File: src/rtl/rfbc_pkg.sv
// ----------------------------------------------------------------------------
// rfbc_pkg
// Types, constants and arithmetic helpers of the front-to-back compositor.
// ----------------------------------------------------------------------------
`default_nettype none

package rfbc_pkg;

  localparam int ADDR_W      = 12;   // widest table index (4096 entries)
  localparam int QUEUE_DEPTH = 4;
  localparam int QPTR_W      = 2;

  localparam logic [12:0] ONE_Q12 = 13'd4096;
  localparam logic [16:0] ONE_Q16 = 17'h10000;

  // config register indexes
  localparam logic [1:0] CFG_SCALE = 2'd0;
  localparam logic [1:0] CFG_FLOOR = 2'd1;
  localparam logic [1:0] CFG_TERM  = 2'd2;

  localparam logic [15:0] SCALE_RST = 16'd5222;
  localparam logic [12:0] FLOOR_RST = 13'd1;
  localparam logic [16:0] TERM_RST  = 17'd64881;

  localparam logic CMD_LOAD   = 1'b0;
  localparam logic CMD_SAMPLE = 1'b1;

  typedef enum logic [1:0] {
    OP_NOP,
    OP_LOAD,
    OP_SKIP,
    OP_SHADE
  } q_op_e;

  typedef enum logic [1:0] {
    BK_IDLE,
    BK_LOOKUP,
    BK_BLEND,
    BK_EMIT
  } bk_state_e;

  typedef struct packed {
    logic               command;
    logic [7:0]         table_index;
    logic [12:0]        table_red;
    logic [12:0]        table_green;
    logic [12:0]        table_blue;
    logic [12:0]        table_opacity;
    logic               sample_inside;
    logic signed [23:0] sample_value;
    logic               last_sample;
  } in_item_t;

  typedef struct packed {
    logic [7:0] pixel_red;
    logic [7:0] pixel_green;
    logic [7:0] pixel_blue;
    logic [7:0] pixel_alpha;
    logic       stopped_early;
  } out_item_t;

  typedef struct packed {
    logic [12:0] r;
    logic [12:0] g;
    logic [12:0] b;
    logic [12:0] a;
  } tf_entry_t;

  // one classified item between front and back
  typedef struct packed {
    q_op_e             op;
    logic [ADDR_W-1:0] addr;
    tf_entry_t         rgba;
    logic              last;
  } q_item_t;

  function automatic logic [12:0] sat_q12(input logic [12:0] v);
    sat_q12 = (v > ONE_Q12) ? ONE_Q12 : v;
  endfunction

  // weight = (a * (1 - acc_alpha) + half) >> 12, Q1.16
  function automatic logic [16:0] blend_weight(input logic [12:0] a,
                                               input logic [16:0] acc_a);
    logic [16:0] inv;
    logic [29:0] prod;
    inv  = ONE_Q16 - acc_a;
    prod = {17'd0, a} * {13'd0, inv} + 30'd2048;
    blend_weight = prod[28:12];
  endfunction

  // acc + ((c * w + half) >> 12), saturated at 1.0
  function automatic logic [16:0] add_sat(input logic [16:0] acc,
                                          input logic [12:0] c,
                                          input logic [16:0] w);
    logic [29:0] prod;
    logic [17:0] sum;
    prod = {17'd0, c} * {13'd0, w} + 30'd2048;
    sum  = {1'b0, acc} + prod[29:12];
    add_sat = (sum > {1'b0, ONE_Q16}) ? ONE_Q16 : sum[16:0];
  endfunction

  function automatic logic [7:0] to_byte(input logic [16:0] acc);
    logic [24:0] t;
    t = {8'd0, acc} * 25'd255 + 25'd32768;
    to_byte = (t[24:16] > 9'd255) ? 8'd255 : t[23:16];
  endfunction

endpackage

`default_nettype wire

File: src/rtl/rfbc_front.sv
// ----------------------------------------------------------------------------
// rfbc_front
// Classifies an incoming item and turns a sample value into a table slot.
// ----------------------------------------------------------------------------
`default_nettype none

module rfbc_front #(
  parameter int NUM_ENTRIES = 256
) (
  input  rfbc_pkg::in_item_t item_i,
  input  logic [15:0]        scale_i,
  output rfbc_pkg::q_item_t  item_o
);

  logic [38:0]               prod;
  logic [18:0]               idx_raw;
  logic [rfbc_pkg::ADDR_W-1:0] slot;

  // index = floor(value * scale) with the Q12.12 * Q8.8 product taken >> 20
  assign prod    = {16'd0, item_i.sample_value[22:0]} * {23'd0, scale_i};
  assign idx_raw = prod[38:20];

  always_comb begin
    if (item_i.sample_value[23]) begin
      slot = '0;
    end else if (idx_raw >= 19'(NUM_ENTRIES)) begin
      slot = rfbc_pkg::ADDR_W'(NUM_ENTRIES - 1);
    end else begin
      slot = idx_raw[rfbc_pkg::ADDR_W-1:0];
    end
  end

  always_comb begin
    item_o.rgba.r = rfbc_pkg::sat_q12(item_i.table_red);
    item_o.rgba.g = rfbc_pkg::sat_q12(item_i.table_green);
    item_o.rgba.b = rfbc_pkg::sat_q12(item_i.table_blue);
    item_o.rgba.a = rfbc_pkg::sat_q12(item_i.table_opacity);
    if (item_i.command == rfbc_pkg::CMD_LOAD) begin
      // out-of-range loads are dropped
      item_o.op   = (32'(item_i.table_index) < NUM_ENTRIES) ? rfbc_pkg::OP_LOAD
                                                            : rfbc_pkg::OP_NOP;
      item_o.addr = rfbc_pkg::ADDR_W'(item_i.table_index);
      item_o.last = 1'b0;
    end else begin
      item_o.op   = item_i.sample_inside ? rfbc_pkg::OP_SHADE : rfbc_pkg::OP_SKIP;
      item_o.addr = slot;
      item_o.last = item_i.last_sample;
    end
  end

endmodule

`default_nettype wire

File: config.mk
export PLATFORM = sky130hd
export DESIGN_NAME = rfbc_front
export DESIGN_NICKNAME = d
export VERILOG_FILES = /design/src/rtl/rfbc_pkg.sv /design/src/rtl/rfbc_front.sv
export SDC_FILE = /design/constraint.sdc
export NUM_CORES = 1
export LEC_CHECK = 0
export BUFFER_PORTS_ARGS = -buffer_cell sky130_fd_sc_hd__buf_2
export CAP_MARGIN = 40
export CORE_AREA = 2 2 191 137
export DETAILED_ROUTE_END_ITERATION = 8
export DIE_AREA = 0 0 193 139
export PLACE_DENSITY_LB_ADDON = 0.3
export SLEW_MARGIN = 40
export SYNTH_ARGS = -nofsm -noshare
export SYNTH_HDL_FRONTEND = slang
export SYNTH_SLANG_ARGS = --single-unit
File: constraint.sdc
create_clock -name vclk -period 8.9
set_input_delay 0.89 -clock vclk [all_inputs]
set_output_delay 0.89 -clock vclk [all_outputs]
set_load 0.05 [all_outputs]
# Word level (Yosys, flattened, before mapping)
# Cells that the tools add are included.
# classes
n_mul	1
n_lt_le_gt_ge	5
n_mux	9
# op_table
cell	n
13-bit greater-than comparator, second input constant	4
13-bit 2-to-1 mux	4
23-bit by 16-bit multiplier with 39-bit output	1
12-bit 2-to-1 mux	2
19-bit by 9-bit greater-or-equal comparator with 1-bit output, second input constant	1
14-bit 2-to-1 mux	1
1-bit 2-to-1 mux	2
# word_totals
in_bits	103
out_inout_bits	67
register_bits	0
word_cells	15

# Logic depth before layout (Yosys ltp)
# logic_depth
ltp_word	5
ltp_mapped	25
depth_no_buf	23

# Worst setup path before layout
# No wires, ideal clock.
# synth_path
kind	input port to output port
startpoint	in scale_i[1]
endpoint	out item_o[57] (netlist name)
path_buffers	2
required_time_ns	8.010
stages	21
setup_slack_ns	0.845
t_arrival_ns	7.165
cell_sequence	clkbuf_1 > nand2_1 > fa_1 > inv_1 > fa_1 > inv_1 > fa_1 > inv_1 > fa_1 > fa_1 > fa_1 > ha_1 > buf_2 > nand4_1 > or3_1 > o311ai_1 > nor2_1 > o21ai_1 > mux2_2 > and3_1 > a31oi_1
# synth_rtl
item	line	source
start, declared	rfbc_front.sv:11	input logic [15:0] scale_i,
end, declared	rfbc_front.sv:12	output rfbc_pkg::q_item_t item_o

==> reports/qor.yml <==
status:
  status: "finished clean"
floorplanning:
  die_area_mm2: 0.0268
  rows: 49
  initial_utilization_pct: 48.9
  fp.dieH_um: 139
  io_pins: 170
  dieWidth_um: 193
  coreArea_mm2: 0.0251
logic_synthesis:
  yosysTopAreaCell: "fa_1"
  yosysMostFrequentCell: "inv_1"
  synthTopCellsByArea: "fa_1 47%, ha_1 11%, inv_1 10%, and2_1 7.8%, nand2_1 7.3%"
  synthXorXnorAreaFrac_pct: 1.43
  postSynthCellCount: 1463
  syn_area_mm2: 0.0123
  synth_compound_gate_area_share_pct: 6.36
  post_synth.cell_area_avg_um2: 8.40
  synth_top_area_share_pct: 47.4
  synth_common_cells: "329 x inv_1, 291 x fa_1, 238 x nand2_1, 153 x and2_1, 108 x ha_1"
  synth-simple-area-share_pct: 21.1
  synthMuxAreaShare_pct: 0.0917
  synthAdderAreaFrac_pct: 58.4
  synth_top_family_by_area: "adder cells"
  yosys_warnings: 0
  synth_cell_types: 58
  seq_area_frac_synth_pct: 0
place:
  portBuffers: 166
  dp_hpwl_mm: 27.2
  place_congestion: 0.924
setup_path:
  path_max_fanout: 23
  cp_slowest_stage_delay_ns: 0.59
  cp-start-kind: "input port"
  crit_top_cell: "fa_1"
  worstPathArrival_ns: 7.38
  critPathSlowestCell: "fa_1"
  worstPathRequired_ns: 8.01
  crit_chain: "buf_2, nand2_1, fa_1, inv_1, fa_1, fa_1, fa_1, fa_1, inv_1, fa_1, inv_1, ha_1, nand4_1, or3_1, o311ai_1, nor2_1, o21ai_1, mux2_2, and3_1, a31oi_1, buf_2"
  cp_top_family: "adder cells"
  crit_cells: 21
  end_kind: "output pin"
  path_class: "in -> out"
  cp_num_buf_inv: 5
final_layout:
  seq_cell_count: 0
  diodes: 0
  area_delta_synth_final_pct: 7.79
  final-seq-area_um2: 0
  drive_above_1_share_pct: 11.5
  nets: 2063
  clock_buffers: 0
drt:
  drt_first_pass_iters: 5
  drc_errors: 0
  vias: 9888
  drt-total-wl_mm: 32.4
  avgRoutedWirePerCell_um: 17.1
  ant_nets: 0
  drtIter0Drc: 821
  vias_per_cell: 5.23
clocking:
  ctsHoldBuffers: 0
  postCtsSetupBuffers: 0
  cts_resized: 0
sta:
  grt_setup_unrepaired: "no"
  final_hold_viol_count: 0
  slew_headroom_pct: 59.9
  maxSlewViolCount: 0
  finalCritPeriodShare_pct: 92.9
  fin_crit_ns: 8.27
  fmax_mhz: 121
  setup_viol: 0
  tightestPinTransition_ns: 0.594
  fin_tns_setup_ns: 0
global_routing:
  globalRoute.totalOverflow: 0
  grt.total_usage_pct: 25.7
  grt_max_degree: 24
  antenna_found_initial: 0
  grt_pass1_vias: 10300
  grt_pass1_wl_mm: 54.9
job:
  maxCapViolCount: 0
worst_hold_path:
  hold_class: "in -> out"
  holdPathStages: 2
[final cells by class]
type                       count  area [um^2]
fill                        2388        11900
inverter                     331         1240
multi-input combinational   1061        10700
tap                          331          414
timing repair buffer         167          838
[through the flow]
| step | util [%] | std cells | worst slack (ns) | cell area (um^2) | hold slack (ns) |
|---|---|---|---|---|---|
| detailed placement | 52.7 | 1890 | 0.713 | 13200 | 2.12 |
| CTS | 52.7 | 1890 | 0.665 | 13200 | 2.12 |
| global route | 52.7 | 1890 | 0.232 | 13200 | 2.13 |
| global placement | 52.7 | 1890 | 0.727 | 13200 | 2.12 |
| finish | 52.7 | 1890 | 0.630 | 13200 | 2.12 |
| floorplan | - | 1466 | 0.845 | 12300 | 1.95 |
[worst paths after layout]
kind                   start    endpoint  slack, ns
hold / removal    item_i[86]  item_o[66]       2.12
setup / recovery  scale_i[7]  item_o[54]       0.63
[layout by cell type (no fill, tap or decap), types with 2 or more instances in the layout]
cell type	instances
o221ai_1	2
or3_1	3
a31oi_1	12
nand2b_1	4
and2_1	153
o21a_1	4
a21boi_0	2
o21ai_0	15
a21oi_1	41
buf_2	166
fa_1	291
and3_1	14
nand4_1	9
ha_1	108
xnor2_1	12
a311oi_1	2
nand2_1	238
conb_1	4
a211oi_1	2
o211ai_2	2
a22oi_1	2
nor4_1	3
inv_1	329
a21o_1	8
nor2b_1	50
nand3_1	7
o21ai_1	6
nor2_1	22
a211o_1	2
nor3_1	8
xor2_1	8
o211ai_1	2
o21bai_1	5
[routing by layer]
metal	global-route usage (%)	part of all wire [%]	up-vias
li1	-	-	4525
met1	42.2	48	4931
met2	36.8	42	424
met3	5.06	9.9	8
met4	0.598	0.096	0
met5	0	0	-
[logic make-up (layout without fill, tap and decap cells)]
logic type	count (synthesis)	count (layout)
and+or+nand+nor	517	517
buffers and inverters	405	498
adders and majority gates	399	399
AOI/OAI and AO/OA	120	120
xor gates and xnor gates	20	20
other	1	4
muxes	1	1
Power is not shown: default switching activity piles up to over one toggle a cycle in this logic, so the estimate is an artifact.
