File: src/rtl/rfbc_pkg.sv
// ----------------------------------------------------------------------------
// rfbc_pkg
// Types, constants and arithmetic helpers of the front-to-back compositor.
// ----------------------------------------------------------------------------
`default_nettype none

package rfbc_pkg;

  localparam int ADDR_W      = 12;   // widest table index (4096 entries)
  localparam int QUEUE_DEPTH = 4;
  localparam int QPTR_W      = 2;

  localparam logic [12:0] ONE_Q12 = 13'd4096;
  localparam logic [16:0] ONE_Q16 = 17'h10000;

  // config register indexes
  localparam logic [1:0] CFG_SCALE = 2'd0;
  localparam logic [1:0] CFG_FLOOR = 2'd1;
  localparam logic [1:0] CFG_TERM  = 2'd2;

  localparam logic [15:0] SCALE_RST = 16'd5222;
  localparam logic [12:0] FLOOR_RST = 13'd1;
  localparam logic [16:0] TERM_RST  = 17'd64881;

  localparam logic CMD_LOAD   = 1'b0;
  localparam logic CMD_SAMPLE = 1'b1;

  typedef enum logic [1:0] {
    OP_NOP,
    OP_LOAD,
    OP_SKIP,
    OP_SHADE
  } q_op_e;

  typedef enum logic [1:0] {
    BK_IDLE,
    BK_LOOKUP,
    BK_BLEND,
    BK_EMIT
  } bk_state_e;

  typedef struct packed {
    logic               command;
    logic [7:0]         table_index;
    logic [12:0]        table_red;
    logic [12:0]        table_green;
    logic [12:0]        table_blue;
    logic [12:0]        table_opacity;
    logic               sample_inside;
    logic signed [23:0] sample_value;
    logic               last_sample;
  } in_item_t;

  typedef struct packed {
    logic [7:0] pixel_red;
    logic [7:0] pixel_green;
    logic [7:0] pixel_blue;
    logic [7:0] pixel_alpha;
    logic       stopped_early;
  } out_item_t;

  typedef struct packed {
    logic [12:0] r;
    logic [12:0] g;
    logic [12:0] b;
    logic [12:0] a;
  } tf_entry_t;

  // one classified item between front and back
  typedef struct packed {
    q_op_e             op;
    logic [ADDR_W-1:0] addr;
    tf_entry_t         rgba;
    logic              last;
  } q_item_t;

  function automatic logic [12:0] sat_q12(input logic [12:0] v);
    sat_q12 = (v > ONE_Q12) ? ONE_Q12 : v;
  endfunction

  // weight = (a * (1 - acc_alpha) + half) >> 12, Q1.16
  function automatic logic [16:0] blend_weight(input logic [12:0] a,
                                               input logic [16:0] acc_a);
    logic [16:0] inv;
    logic [29:0] prod;
    inv  = ONE_Q16 - acc_a;
    prod = {17'd0, a} * {13'd0, inv} + 30'd2048;
    blend_weight = prod[28:12];
  endfunction

  // acc + ((c * w + half) >> 12), saturated at 1.0
  function automatic logic [16:0] add_sat(input logic [16:0] acc,
                                          input logic [12:0] c,
                                          input logic [16:0] w);
    logic [29:0] prod;
    logic [17:0] sum;
    prod = {17'd0, c} * {13'd0, w} + 30'd2048;
    sum  = {1'b0, acc} + prod[29:12];
    add_sat = (sum > {1'b0, ONE_Q16}) ? ONE_Q16 : sum[16:0];
  endfunction

  function automatic logic [7:0] to_byte(input logic [16:0] acc);
    logic [24:0] t;
    t = {8'd0, acc} * 25'd255 + 25'd32768;
    to_byte = (t[24:16] > 9'd255) ? 8'd255 : t[23:16];
  endfunction

endpackage

`default_nettype wire

File: src/rtl/rfbc_queue.sv
// ----------------------------------------------------------------------------
// rfbc_queue
// Small FIFO of classified items between the front and the back.
// ----------------------------------------------------------------------------
`default_nettype none

module rfbc_queue (
  input  logic              clk_i,
  input  logic              rst_ni,
  input  logic              push_i,
  input  rfbc_pkg::q_item_t item_i,
  output logic              full_o,
  output logic              valid_o,
  output rfbc_pkg::q_item_t item_o,
  input  logic              pop_i
);

  rfbc_pkg::q_item_t slots_q [rfbc_pkg::QUEUE_DEPTH];

  logic [rfbc_pkg::QPTR_W-1:0] wr_ptr_q, wr_ptr_d;
  logic [rfbc_pkg::QPTR_W-1:0] rd_ptr_q, rd_ptr_d;
  logic [rfbc_pkg::QPTR_W:0]   count_q, count_d;

  assign full_o  = (count_q == (rfbc_pkg::QPTR_W+1)'(rfbc_pkg::QUEUE_DEPTH));
  assign valid_o = (count_q != '0);
  assign item_o  = slots_q[rd_ptr_q];

  always_comb begin
    wr_ptr_d = push_i ? wr_ptr_q + 1'b1 : wr_ptr_q;
    rd_ptr_d = pop_i  ? rd_ptr_q + 1'b1 : rd_ptr_q;
    count_d  = count_q + {{rfbc_pkg::QPTR_W{1'b0}}, push_i}
                       - {{rfbc_pkg::QPTR_W{1'b0}}, pop_i};
  end

  always_ff @(posedge clk_i or negedge rst_ni) begin
    if (!rst_ni) begin
      wr_ptr_q <= '0;
      rd_ptr_q <= '0;
      count_q  <= '0;
    end else begin
      wr_ptr_q <= wr_ptr_d;
      rd_ptr_q <= rd_ptr_d;
      count_q  <= count_d;
    end
  end

  always_ff @(posedge clk_i) begin
    if (push_i) begin
      slots_q[wr_ptr_q] <= item_i;
    end
  end

endmodule

`default_nettype wire

File: config.mk
export PLATFORM = sky130hd
export DESIGN_NAME = rfbc_queue
export DESIGN_NICKNAME = d
export VERILOG_FILES = /design/src/rtl/rfbc_pkg.sv /design/src/rtl/rfbc_queue.sv
export SDC_FILE = /design/constraint.sdc
export NUM_CORES = 1
export LEC_CHECK = 0
export BUFFER_PORTS_ARGS = -buffer_cell sky130_fd_sc_hd__buf_2
export CORE_ASPECT_RATIO = 0.8
export CORE_MARGIN = 1
export CORE_UTILIZATION = 35
export DETAILED_ROUTE_END_ITERATION = 10
export HOLD_SLACK_MARGIN = 0.05
export PLACE_DENSITY = 0.63
export SLEW_MARGIN = 20
export SYNTH_ARGS = -nofsm -noshare
export SYNTH_HDL_FRONTEND = slang
export SYNTH_SLANG_ARGS = --single-unit
File: constraint.sdc
create_clock -name clk_i -period 2.7 [get_ports clk_i]
set_input_delay 0.81 -clock clk_i [delete_from_list [all_inputs] [get_ports clk_i]]
set_output_delay 0.81 -clock clk_i [all_outputs]
set_load 0.02 [all_outputs]
# Word-level counts from Yosys, hierarchy flattened
# Memories as Yosys holds them, arrays and structs flattened.
# Index checks and enable logic that the tools add are counted.
# totals
ff_bits	7
latchBits	0
ram_bits	268
rom_bits	0
mem_count	1
# op_classes
add_sub_neg	4
n_mul	0
div	0
magnitude_cmp	0
eq_ne	1
n_shift	0
mux	2
bitwise	0
n_reduce_logical	1
# memory_table
memory	depth	width	read_ports	rd_ports_with_merged_regs	write_ports	line_no	rtl
slots_q	4	67	1	0	1	rfbc_queue.sv:18	rfbc_pkg::q_item_t slots_q [rfbc_pkg::QUEUE_DEPTH];
# op_table
op	count
2-bit by 1-bit adder with 2-bit output (second input constant)	2
3-bit by 1-bit adder with 3-bit output	1
3-bit == test (second input constant)	1
3-bit nonzero test	1
3-bit by 1-bit subtractor with 3-bit output	1
1-bit 2-to-1 mux	2

# Logic depth before layout (Yosys ltp)
# logic_depth
ltp_word	2
mapped_depth	6
ltp_nobuf	6

# Worst setup path after synthesis
# Ideal clock, no wire load.
# synth_timing
path_type	input -> register
from	input push_i
to	memory slots_q[0][0] (netlist bit), enable pin
setup_ns	0.432
arrival_ns	2.383
t_required_ns	2.268
slack_ns	-0.115
path_stages	1
path_cell_list	and2_1
# synth_via
elab_chain_cells	2
# synth_lines
item	line_no	rtl
from (decl)	rfbc_queue.sv:10	input logic push_i,
1-bit 2-to-1 mux	rfbc_queue.sv:48	if (push_i) begin
1-bit 2-to-1 mux (implied by the code)	rfbc_queue.sv:49	slots_q[wr_ptr_q] <= item_i;
to (decl)	rfbc_queue.sv:18	
# Every way passes these cells.

==> qor.txt <==
Run status - complete, but fails checks
Failing checks - negative setup slack
Post-synthesis simple-gate area fraction - 0.447%
Worst Tran Pin Value - 0.384 ns
Final worst path period share - 104%
Synth top cells by count - 268 x edfxtp_1, 67 x mux4_2, 7 x dfrtp_1
Die Wd - 192 um
PwrDens - 1190 mW/mm2
Share of post-route cells with drive strength above 1 - 48.0%
Clk slew on worst S/H paths - 0.06 ns
Crit Path Max Fanout - 7
Post-synthesis xor/xnor area fraction - 0.435%
Global route total overflow - 0
Post-Syn Area - 0.0101 mm2
TritonCTS buffer count - 29
Largest family of logic cells by synthesized area - multiplexers
Io pins - 140
Vias per inst - 4.77
Final setup TNS - -4.28 ns
Top_reg_cell synth - edfxtp_1
Core area - 0.0283 mm2
Root Driver - clkbuf_16
HPWL Detailed - 11500 um
# fillers - 2357
P&R area growth vs syn - 28.4%
Max rail drop VDD - 791 uV
Min-delay worst type - in2async
Synth Warn # - 0
DRT Wirelength - 19000 um
Site Rows - 55
Fin Hold WS - 0.0997 ns
Static Leak - 4.45 nW
Max cap viols - 0
Initial Utilization - 35.6%
Final WS setup - -0.109 ns
Worst Setup Start Kind - flop
Placer congestion estimate - 0.668
Layout Skew - 0.0129 ns
N_diodes - 0
Syn avg cell area - 26.1 um2
Clk_lat worst skew - 0.53 ns
CTS tree - yes
Top-count cell post-synth - edfxtp_1
Number of global-route vias before repair - 4957
Yosys top cell by area - edfxtp_1
Highest clock rate - 0.356 GHz
Longest Clk Path Bufs - 3
Slew Viols, Final - 0
Gr usage total - 12.7%
IO buf count - 139
First-pass DRT Iterations - 4
Final Hold Viols - 0
Nets - 643
Total Die Area - 0.0294 mm2
CP endpoint kind - output pin
Syn Nets - 463
Total number of vias - 4557
CP Data Arrival Time - 2.00 ns
Top area cells in the synthesized netlist - edfxtp_1 80%, mux4_2 15%, dfrtp_1 1.7%
Remaining antenna violation count - 0
Synth Area in Compound Gates - 0.0497%
Final Critical Period - 2.81 ns
Adder-cell share of the synthesized area - 0.945%
RSZ-0062 raised after global routing - true
Asr flop ratio synth - 2.55%
Final setup viols - 67
Largest net degree at the start of global routing - 43
First-pass GRT wire length - 28300 um
Residual DRC - 0
Seq/Total Area, Yosys - 81.7%
Synth cell types - 18
Slew margin rel. - 74.4%
Post-synth EDFFs - 268
CP Class - reg2out
Flip-flop and latch count after synthesis - 275
Reg2reg path depth - 4
Die Span Y - 154 um
Syn Inst Count - 385
Htree depth - 1
Top-area cell type share of the netlist area - 80.0%
WL/cell - 19.9 um
Starting DRT DRC Count - 172
Clock sink count - 275
Post-synthesis mux area share - 15.0%
Required time worst endpoint - 1.89 ns
Initial antenna violation count - 0
[logic make-up after synthesis]
| logic type | after synthesis |
|---|---|
| AOI/OAI and AO/OA | 1 |
| xor gates and xnor gates | 5 |
| adders and majority gates | 7 |
| buffers and inverters | 22 |
| DFF | 275 |
| muxes | 67 |
| and+or+nand+nor | 8 |
[layout by cell type, fill, tap and decap left out]
cell type     n
xor2_1        3
clkinv_2      3
clkinv_1      5
buf_6        56
buf_4         4
mux4_2       67
clkbuf_1      4
inv_6         1
and3_1        1
clkinv_4      1
edfxtp_1    268
buf_12       14
clkinvlp_4    4
buf_2        84
fa_1          1
inv_1         6
nand2_1       2
buf_16        3
or3_1         1
and2_4        4
clkbuf_16    31
dfrtp_1       5
xnor2_1       2
o21ai_0       1
buf_8         2
dfrtp_4       2
bufinv_16     5
ha_1          6
[where the power goes]
group	switching (mW)	total, mW	internal (mW)
clock	1.56	4.00	2.44
combinational	2.76	5.58	2.82
sequential	0.216	5.81	5.59
total	4.54	15.4	10.8
[worst paths after layout]
check | slack [ns] | startpoint | endpoint
setup reg to reg | 1.08 | wr_ptr_q[0] | slots_q[0][15]
min in group clk_i | 0.48 | pop_i | rd_ptr_q[0]
max in group asynchronous | 2.42 | rst_ni | rd_ptr_q[1]
setup / recovery | -0.11 | rd_ptr_q[0] | item_o[31]
hold / removal | 0.1 | rst_ni | count_q[0]
hold reg to reg | 0.54 | wr_ptr_q[0] | wr_ptr_q[0]
[sequential cells by signal, summed over array words and instances, names as in the netlist]
register and flops:
slots_q 268, count_q 3, rd_ptr_q 2, wr_ptr_q 2
[stage by stage]
step                power, mW  instance area [um2]  setup slack, ns  instances  util, %
detailed placement       10.4                11400            0.308        893     40.3
CTS                      14.9                12600           -0.170        954     44.4
floorplan                8.87                10100            0.564        385        -
global placement         10.3                11400            0.312        893     40.3
global route             16.1                12900           -0.178        956     45.7
finish                   15.4                12900           -0.109        956     45.7
[metal layers]
layer  part of all wire (%)  vias up  global-route usage [%]
met4                    2.3        0                    3.36
met3                    5.3       35                    2.97
met1                     40     2382                    15.6
met5                      0        -                       0
met2                     52      133                    22.5
li1                       -     2007                       -
[worst max-delay path, cell delays in order (launching register included)]
cell     delay (ns)
dfrtp_4        0.44
buf_12         0.16
buf_16         0.15
mux4_2         0.53
buf_2          0.18
[cell type report]
type	count	area (um2)	share of cell area, %
Clock inverter	19	231	1.79
Timing Repair Buffer	165	1520	11.8
Clock buffer	33	741	5.73
Multi-Input combinational cell	88	1710	13.2
Sequential cell	275	8230	63.7
Inverter	6	22.5	0.174
Tap cell	370	463	3.58
[repair_timing]
action	4_1_cts	5_1_grt
buffers inserted	7	0
cloned	2	2
hold buffers	0	0
endpoints found under the setup margin	67	67
gates resized for setup	25	101
No activity file was read; power rests on OpenSTA's default activity.
